**src/sfcd_pkg.sv**
```systemverilog
// Package: payload types, frame constants and the CRC byte update for the frame checker.
`default_nettype none

package sfcd_pkg;

  localparam logic [15:0] CrcInit  = 16'hFFFF;
  localparam logic [15:0] CrcPoly  = 16'hA001;
  localparam logic [7:0]  FuncCode = 8'h03;
  localparam logic [7:0]  MagMask  = 8'h7F;
  localparam logic [7:0]  SignBit  = 8'h80;

  // Byte positions within the 8-byte response frame
  localparam logic [2:0] IdxCode    = 3'd0;
  localparam logic [2:0] IdxLen     = 3'd1;
  localparam logic [2:0] IdxHumHi   = 3'd2;
  localparam logic [2:0] IdxHumLo   = 3'd3;
  localparam logic [2:0] IdxTempHi  = 3'd4;
  localparam logic [2:0] IdxTempLo  = 3'd5;
  localparam logic [2:0] IdxCrcLo   = 3'd6;
  localparam logic [2:0] IdxCrcHi   = 3'd7;

  typedef enum logic [1:0] {
    StatusOk      = 2'd0,
    StatusCodeBad = 2'd1,
    StatusCrcBad  = 2'd2
  } status_e;

  typedef struct packed {
    logic [7:0] rx_byte;
    logic       frame_start;
  } in_item_t;

  typedef struct packed {
    status_e            status;
    logic signed [15:0] temperature_tenths;
    logic        [15:0] humidity_tenths;
  } out_item_t;

  // Reflected CRC-16 update over one byte, unrolled over its eight bits.
  function automatic logic [15:0] crc_byte(input logic [15:0] crc, input logic [7:0] b);
    logic [15:0] c;
    c = crc ^ {8'h00, b};
    for (int k = 0; k < 8; k++) begin
      if (c[0]) begin
        c = (c >> 1) ^ CrcPoly;
      end else begin
        c = c >> 1;
      end
    end
    return c;
  endfunction

endpackage

`default_nettype wire

```
**src/sensor_frame_check_decode_core.sv**
```systemverilog
// Top level: byte-serial check and decode of the 8-byte sensor response frame.
//
// Usage:
//   Input channel (in_valid_i / in_stall_o / in_data_i) carries one response
//   byte per item, with frame_start marking byte 0 of a frame. Bytes 0-5 are
//   folded into a reflected CRC-16 (poly 0xA001, init 0xFFFF); bytes 2-5 are
//   captured as humidity and temperature words; bytes 6-7 are the received CRC.
//   Without frame_start the byte index just advances and wraps after byte 7.
//   The output channel (out_valid_o / out_stall_i / out_data_o) carries one
//   item per frame: status, signed temperature and humidity in tenths, both
//   zero when status is not OK. A bad function code wins over a bad CRC.
//   Throughput: one byte per cycle outside a stall; the byte-wide CRC update
//   and field capture finish in the cycle the byte is accepted.
//   Latency: the result item is valid the cycle after byte 7 is accepted,
//   held in the output register.
//   Stall: while a result waits under out_stall_i, bytes 0-6 are still taken;
//   only a byte that would complete a frame is stalled.
//   Reset: clears the byte index, captured fields and the output valid, and
//   loads the CRC with its initial value.
`default_nettype none

module sensor_frame_check_decode_core (
  input  wire                     clk_i,
  input  wire                     rst_ni,
  input  wire                     in_valid_i,
  output logic                    in_stall_o,
  input  sfcd_pkg::in_item_t      in_data_i,
  output logic                    out_valid_o,
  input  wire                     out_stall_i,
  output sfcd_pkg::out_item_t     out_data_o
);

  logic [2:0]  byte_index_q, byte_index_d;
  logic [15:0] running_crc_q, running_crc_d;
  logic        code_bad_q, code_bad_d;
  logic [15:0] humidity_word_q, humidity_word_d;
  logic [15:0] temperature_word_q, temperature_word_d;
  logic [7:0]  crc_low_byte_q, crc_low_byte_d;
  logic        out_valid_q, out_valid_d;
  sfcd_pkg::out_item_t out_data_q, out_data_d;

  logic [2:0]  idx;
  logic        in_acc;
  logic        last_byte;
  logic [15:0] crc_seed;
  logic [15:0] crc_next;
  logic [15:0] rx_crc;
  logic [14:0] temp_mag;

  // Position of this byte; a frame mark restarts at byte 0
  assign idx       = in_data_i.frame_start ? sfcd_pkg::IdxCode : byte_index_q;
  assign last_byte = (idx == sfcd_pkg::IdxCrcHi);

  // Hold only a frame-completing byte while the result register is blocked
  assign in_stall_o = out_valid_q && out_stall_i && last_byte;
  assign in_acc     = in_valid_i && !in_stall_o;

  assign crc_seed = (idx == sfcd_pkg::IdxCode) ? sfcd_pkg::CrcInit : running_crc_q;
  assign crc_next = sfcd_pkg::crc_byte(crc_seed, in_data_i.rx_byte);
  assign rx_crc   = {in_data_i.rx_byte, crc_low_byte_q};
  assign temp_mag = {temperature_word_q[14:8] & sfcd_pkg::MagMask[6:0],
                     temperature_word_q[7:0]};

  always_comb begin
    byte_index_d       = byte_index_q;
    running_crc_d      = running_crc_q;
    code_bad_d         = code_bad_q;
    humidity_word_d    = humidity_word_q;
    temperature_word_d = temperature_word_q;
    crc_low_byte_d     = crc_low_byte_q;
    out_valid_d        = out_valid_q && out_stall_i;
    out_data_d         = out_data_q;

    if (in_acc) begin
      byte_index_d = idx + 3'd1;
      unique case (idx)
        sfcd_pkg::IdxCode: begin
          code_bad_d    = (in_data_i.rx_byte != sfcd_pkg::FuncCode);
          running_crc_d = crc_next;
        end
        sfcd_pkg::IdxLen: begin
          running_crc_d = crc_next;
        end
        sfcd_pkg::IdxHumHi: begin
          running_crc_d         = crc_next;
          humidity_word_d[15:8] = in_data_i.rx_byte;
        end
        sfcd_pkg::IdxHumLo: begin
          running_crc_d        = crc_next;
          humidity_word_d[7:0] = in_data_i.rx_byte;
        end
        sfcd_pkg::IdxTempHi: begin
          running_crc_d            = crc_next;
          temperature_word_d[15:8] = in_data_i.rx_byte;
        end
        sfcd_pkg::IdxTempLo: begin
          running_crc_d           = crc_next;
          temperature_word_d[7:0] = in_data_i.rx_byte;
        end
        sfcd_pkg::IdxCrcLo: begin
          crc_low_byte_d = in_data_i.rx_byte;
        end
        default: begin
          // Last byte: compare and load the result register
          out_valid_d = 1'b1;
          out_data_d.temperature_tenths = '0;
          out_data_d.humidity_tenths    = '0;
          priority if (code_bad_q) begin
            out_data_d.status = sfcd_pkg::StatusCodeBad;
          end else if (rx_crc != running_crc_q) begin
            out_data_d.status = sfcd_pkg::StatusCrcBad;
          end else begin
            out_data_d.status = sfcd_pkg::StatusOk;
            // Sign-magnitude to two's complement; negative zero comes out as 0
            if ((temperature_word_q[15:8] & sfcd_pkg::SignBit) != 8'h00) begin
              out_data_d.temperature_tenths = 16'sd0 - $signed({1'b0, temp_mag});
            end else begin
              out_data_d.temperature_tenths = $signed({1'b0, temp_mag});
            end
            out_data_d.humidity_tenths = humidity_word_q;
          end
        end
      endcase
    end
  end

  always_ff @(posedge clk_i or negedge rst_ni) begin
    if (!rst_ni) begin
      byte_index_q       <= '0;
      running_crc_q      <= sfcd_pkg::CrcInit;
      code_bad_q         <= 1'b0;
      humidity_word_q    <= '0;
      temperature_word_q <= '0;
      crc_low_byte_q     <= '0;
      out_valid_q        <= 1'b0;
    end else begin
      byte_index_q       <= byte_index_d;
      running_crc_q      <= running_crc_d;
      code_bad_q         <= code_bad_d;
      humidity_word_q    <= humidity_word_d;
      temperature_word_q <= temperature_word_d;
      crc_low_byte_q     <= crc_low_byte_d;
      out_valid_q        <= out_valid_d;
    end
  end

  always_ff @(posedge clk_i) begin
    out_data_q <= out_data_d;
  end

  assign out_valid_o = out_valid_q;
  assign out_data_o  = out_data_q;

  // A new result appears only after the frame-completing byte was taken
  a_result_from_last_byte: assert property (@(posedge clk_i) disable iff (!rst_ni)
    $rose(out_valid_q) |-> $past(in_acc && last_byte))
    else $error("result appeared without a last byte");

  // Never overwrite a result that is still held by the receiver
  a_no_overwrite: assert property (@(posedge clk_i) disable iff (!rst_ni)
    (out_valid_q && out_stall_i && in_acc) |-> !last_byte)
    else $error("held result overwritten");

  // Error results carry zero readings
  a_error_zero: assert property (@(posedge clk_i) disable iff (!rst_ni)
    (out_valid_q && out_data_q.status != sfcd_pkg::StatusOk) |->
      (out_data_q.temperature_tenths == 16'sd0 && out_data_q.humidity_tenths == 16'd0))
    else $error("nonzero readings on error result");

  // A frame mark restarts the byte index
  a_start_restarts: assert property (@(posedge clk_i) disable iff (!rst_ni)
    (in_acc && in_data_i.frame_start) |=> (byte_index_q == 3'd1))
    else $error("frame start did not restart index");

endmodule

`default_nettype wire

```
**config.mk**
```make
export PLATFORM = sky130hd
export DESIGN_NAME = sensor_frame_check_decode_core
export DESIGN_NICKNAME = d
export VERILOG_FILES = /design/src/sfcd_pkg.sv /design/src/sensor_frame_check_decode_core.sv
export SDC_FILE = /design/constraint.sdc
export NUM_CORES = 1
export LEC_CHECK = 0
export BUFFER_PORTS_ARGS = -buffer_cell sky130_fd_sc_hd__buf_2
export CAP_MARGIN = 20
export CORE_MARGIN = 3
export CORE_UTILIZATION = 30
export DETAILED_ROUTE_END_ITERATION = 10
export GPL_TIMING_DRIVEN = 0
export MAX_ROUTING_LAYER = met4
export PLACE_DENSITY = 0.56
export SLEW_MARGIN = 30
export SYNTH_ARGS = -nofsm -noshare
export SYNTH_HDL_FRONTEND = slang
export SYNTH_SLANG_ARGS = --single-unit
```
**constraint.sdc**
```tcl
create_clock -name clk_i -period 9.08 [get_ports clk_i]
set_input_delay 1.362 -clock clk_i [delete_from_list [all_inputs] [get_ports clk_i]]
set_output_delay 1.362 -clock clk_i [all_outputs]
set_load 0.03 [all_outputs]
```
# == After elaboration in Yosys (flattened, before gate mapping) ==
# Cells that the tools add are included.
# word_totals
reg_bits,95
input_bits,13
out_inout_bits,36
elab_cells,66
# classes
addsub,2
eq_ne,9
n_mux,14
bitwise,11
reduce_logical,17
# ops
op,count
$mux W16,9
$not A2 Y3,8
$ne A16 B16 Y1,1
$reduce_and A2 Y1,8
$sub A1 B15 Y16 const A,1
$xor A16 B8 Y16,1
$mux W15,1
$eq A3 B3 Y1 const B,4
$ne A8 B2 Y1 const B,1
$reduce_or A7 Y1,1
$eq A3 B2 Y1 const B,2
$reduce_or A6 Y1,1
$add A3 B1 Y3 const B,1
$eq A3 B1 Y1 const B,1
$logic_and A1 B1 Y1,3
$logic_not A3 Y1,1
$mux W3,1
$reduce_or A3 Y1,1
$mux W1,2
$mux W2,1
$not A1 Y1,2
$reduce_or A2 Y1,1
$logic_not A1 Y1,1

# == Logic depth before layout (Yosys ltp) ==
# depth
ltp_word,20
ltp_mapped,10

# == Worst setup path after synthesis ==
# Ideal clock, no wire load.
# synth_timing
path_type,input -> register
start,input port in_data_i[0] (netlist name)
end,register out_data_q (netlist bit out_data_o[0]) (enable)
setup_time_ns,0.470
arrival_ns,4.798
path_slack_ns,3.812
path_stages,6
path_cell_list,and2b_1 -> inv_1 -> ha_1 -> buf_4 -> or3_1 -> nor3_1
# synth_between
elab_chain_len,6
# synth_lines
element,line_no,text
from (decl),sensor_frame_check_decode_core.sv:27,"input sfcd_pkg::in_item_t in_data_i,"
$mux W3 *,sensor_frame_check_decode_core.sv:51,assign idx = in_data_i.frame_start ? sfcd_pkg::IdxCode : byte_index_q;
branches (longest 4 deep; another with $reduce_or A7 Y1),-,
$reduce_and A2 Y1 (no source line) *,-,
to (signal assigned),sensor_frame_check_decode_core.sv:148,out_data_q <= out_data_d;
to (decl),sensor_frame_check_decode_core.sv:40,"sfcd_pkg::out_item_t out_data_q, out_data_d;"
# Every way passes the cells marked *.
# A chain may end at the register's enable or synchronous reset.

# == Worst setup path after layout ==
# layout_timing
start,input port in_data_i[0] (netlist name)
end,output port in_stall_o
# layout_between
elab_chain_len,3
# layout_lines
element,line_no,text
$mux W3,sensor_frame_check_decode_core.sv:51,
$eq A3 B3 Y1,sensor_frame_check_decode_core.sv:52,assign last_byte = (idx == sfcd_pkg::IdxCrcHi);
$logic_and A1 B1 Y1,sensor_frame_check_decode_core.sv:55,assign in_stall_o = out_valid_q && out_stall_i && last_byte;
to (decl),sensor_frame_check_decode_core.sv:26,"output logic in_stall_o,"
# No other way between the ends.

==> metrics.md <==
| Metric | Value |
|---|---|
| Area grow syn2layout | 16.1% |
| Ys Warns | 0 |
| Most frequent cells after synthesis | dfrtp_1, mux2_2, nor2_1, edfxtp_1, xnor2_1 |
| Final WL | 9530 um |
| Num CTS Buffers | 9 |
| Hold wc startpoint | byte_index_q[0]$_DFFE_PN0P_ |
| Final Hold Fails | 0 |
| Worst min path class | flip-flop to flip-flop |
| Worst rel slew slack | 0.469 |
| Synth Cell Area | 4620 um^2 |
| VDD IR-drop max | 0.0000949 V |
| Initial antenna violation count | 0 |
| Hold_ws | 0.478 ns |
| Ratio of final minimum period to clock period | 0.426 |
| Post-synthesis sequential area ratio | 0.556 |
| Peak Freq | 259 MHz |
| Drt first-iter violations | 199 |
| Cell Pwr Density | 284 nW/um^2 |
| Worst slew pin tran | 0.796 ns |
| Fin. max-slew vios | 0 |
| Setup-failing EPs final | 0 |
| Setup Fix Bufs, Post-CTS | 0 |
| Synth Net Count | 384 |
| Post-synth EDFFs | 34 |
| Post-detail-place hpwl | 6610 um |
| Hold EP | byte_index_q[0]$_DFFE_PN0P_ |
| Synth unique cells | 40 |
| Post-CTS sizing | 0 |
| Rows | 44 |
| Share of cells above drive strength 1 | 0.324 |
| Async SR Flop Fraction | 0.642 |
| WP data arrival | 2.50 ns |
| Gpl congestion | 0.806 |
| Register bit total from synthesis | 95 |
| Setup TNS Final | 0 ns |
| Critical Path Sink Type | output port |
| Skew final | 0.00434 ns |
| Post-DRT Antenna Nets | 0 |
| Synth area leader | dfrtp_1 |
| CTS tree | done |
| Port bufs | 40 |
| 1st-pass router iterations | 4 |
| Critical path fanouts, max | 5 |
| RSZ-0062 raised after global routing | false |
| Clk sinks | 95 |
| Nets | 438 |
| Mapped Cells | 364 |
| Startpoint types | input pin |
| Core ar. | 14800 um^2 |
| Final min period | 3.86 ns |
| Largest net degree at the start of global routing | 62 |
| GRT Residual Overflow | 0 |
| Tot Pwr | 1.52 mW |
| Max-cap violation count | 0 |
| Post-synth top flop | dfrtp_1 |
| Vias in the first global route | 2881 |
| Hold-fix buffers at CTS | 0 |
| Clk_lat worst skew | 0.33 ns |
| Post-Layout Inst Area | 5360 um^2 |
| Drt wl/cell | 15.7 um |
| Max clock buf depth | 2 |
| DRC viols | 0 |
| First-pass GRT wire length | 15700 um |
| Number of top-level pins | 49 |
| Finished Core Util | 0.362 |
| Placed inst area | 5080 um^2 |
| Root buffer cell | clkbuf_16 |
| CTS H-tree lvls | 3 |
| Depth of the most critical reg-to-reg path | 9 |
| CP Class | input pin to output port |
| Area contributors post-synth | dfrtp_1, edfxtp_1, mux2_2 |
| Reg2reg end | out_data_o[17]$_SDFFCE_PP0P_ |
| Leak Pwr | 2.24 nW |
| Die X | 130 um |
| Status | completed |
| Initial Util | 0.312 |
| Reg2Reg Setup Slack | 6.04 ns |
| Vias/cell | 4.63 |
| Hold Path Depth | 2 |
| Antenna cells | 0 |
| Data required, critical path | 7.72 ns |
| Overall via count from detail_route | 2808 |
| Syn avg cell area | 12.7 um^2 |
| Post-synth top area share | 0.244 |
| Clk slew on worst S/H paths | 0.06 ns |
| R2R Path Start | byte_index_q[0]$_DFFE_PN0P_ |
| Die height | 130 um |
| Top-count cell post-synth | dfrtp_1 |
| Total track usage | 0.125 |
| Die area | 16900 um^2 |
==> kinds of logic (layout without fill, tap and decap cells) <==
| family | after synthesis | after routing | share of synthesized area |
|---|---|---|---|
| fa+ha+maj | 7 | 7 | 0.0190 |
| xor+xnor | 58 | 58 | 0.137 |
| compound gates | 36 | 36 | 0.0485 |
| mux | 45 | 45 | 0.109 |
| simple gates | 99 | 99 | 0.106 |
| flops | 95 | 95 | 0.556 |
| buf+inv | 24 | 83 | 0.0241 |
==> layout make-up <==
| type | instances | area [um^2] |
|---|---|---|
| fill | 1428 | 9450 |
| sequential | 95 | 2570 |
| multi-input combinational | 245 | 1940 |
| clock buffer | 13 | 240 |
| tap | 184 | 230 |
| timing repair buffer | 43 | 225 |
| buffer | 18 | 88.8 |
| clock inverter | 3 | 43.8 |
| inverter | 6 | 22.5 |
==> how the worst max path moves through the flow <==
stage,from,endpoint,cells past startpoint
final,in_data_i[0],in_stall_o,7
after global routing,in_data_i[0],out_data_o[17]$_SDFFCE_PP0P_,10
after CTS,in_data_i[0],out_data_o[17]$_SDFFCE_PP0P_,10
after detailed placement,in_data_i[0],out_data_o[17]$_SDFFCE_PP0P_,10
after global placement,in_data_i[0],out_data_o[20]$_SDFFCE_PP0P_,7
after floorplan,in_data_i[0],out_data_o[0]$_SDFFCE_PP0P_,6
==> sequential cells by signal (all words and copies together) (netlist names) <==
name / cells
out_valid_o: 1
crc_low_byte_q: 8
byte_index_q: 3
humidity_word_q: 16
out_data_o: 34
running_crc_q: 16
temperature_word_q: 16
code_bad_q: 1
==> cell usage in the layout (no fill, tap or decap), types with 4 or more instances in the layout <==
cell type  instances
xnor3_1            4
xor2_1            13
ha_1               7
inv_1              6
o21ai_0            5
xnor2_1           34
buf_2             47
nand4_1            6
dfstp_2           16
o31ai_1            4
dfrtp_1           45
buf_4              5
nor2_1            44
and2_1            17
mux2_2            44
clkbuf_16          9
a21oi_1           21
clkbuf_1          12
nand2_1           12
nand3_1            5
xnor2_2            5
edfxtp_1          34
==> stage by stage <==
stage,worst slack [ns],std cells
floorplan,3.81,364
global placement,2.74,588
detailed placement,4.85,591
CTS,5.19,607
global route,4.95,607
finish,5.22,607
==> worst max-delay path: stages <==
cell	delay [ns]
buf_2	0.11
and2b_1	0.25
ha_1	0.19
ha_1	0.15
nand3_1	0.16
inv_1	0.09
buf_2	0.19
==> power breakdown <==
group / total (mW) / internal, mW / switching [mW]
clock: 0.366 / 0.214 / 0.152
sequential: 0.668 / 0.579 / 0.0888
combinational: 0.488 / 0.258 / 0.230
total: 1.52 / 1.05 / 0.470
==> routing by layer <==
layer,global-route usage,share of wire,vias up
li1,-,-,1364
met1,0.157,0.45,1373
met2,0.200,0.49,59
met3,0.0282,0.046,12
met4,0.0434,0.014,0
met5,-,0,-
Power figures use the tool's default switching activity.
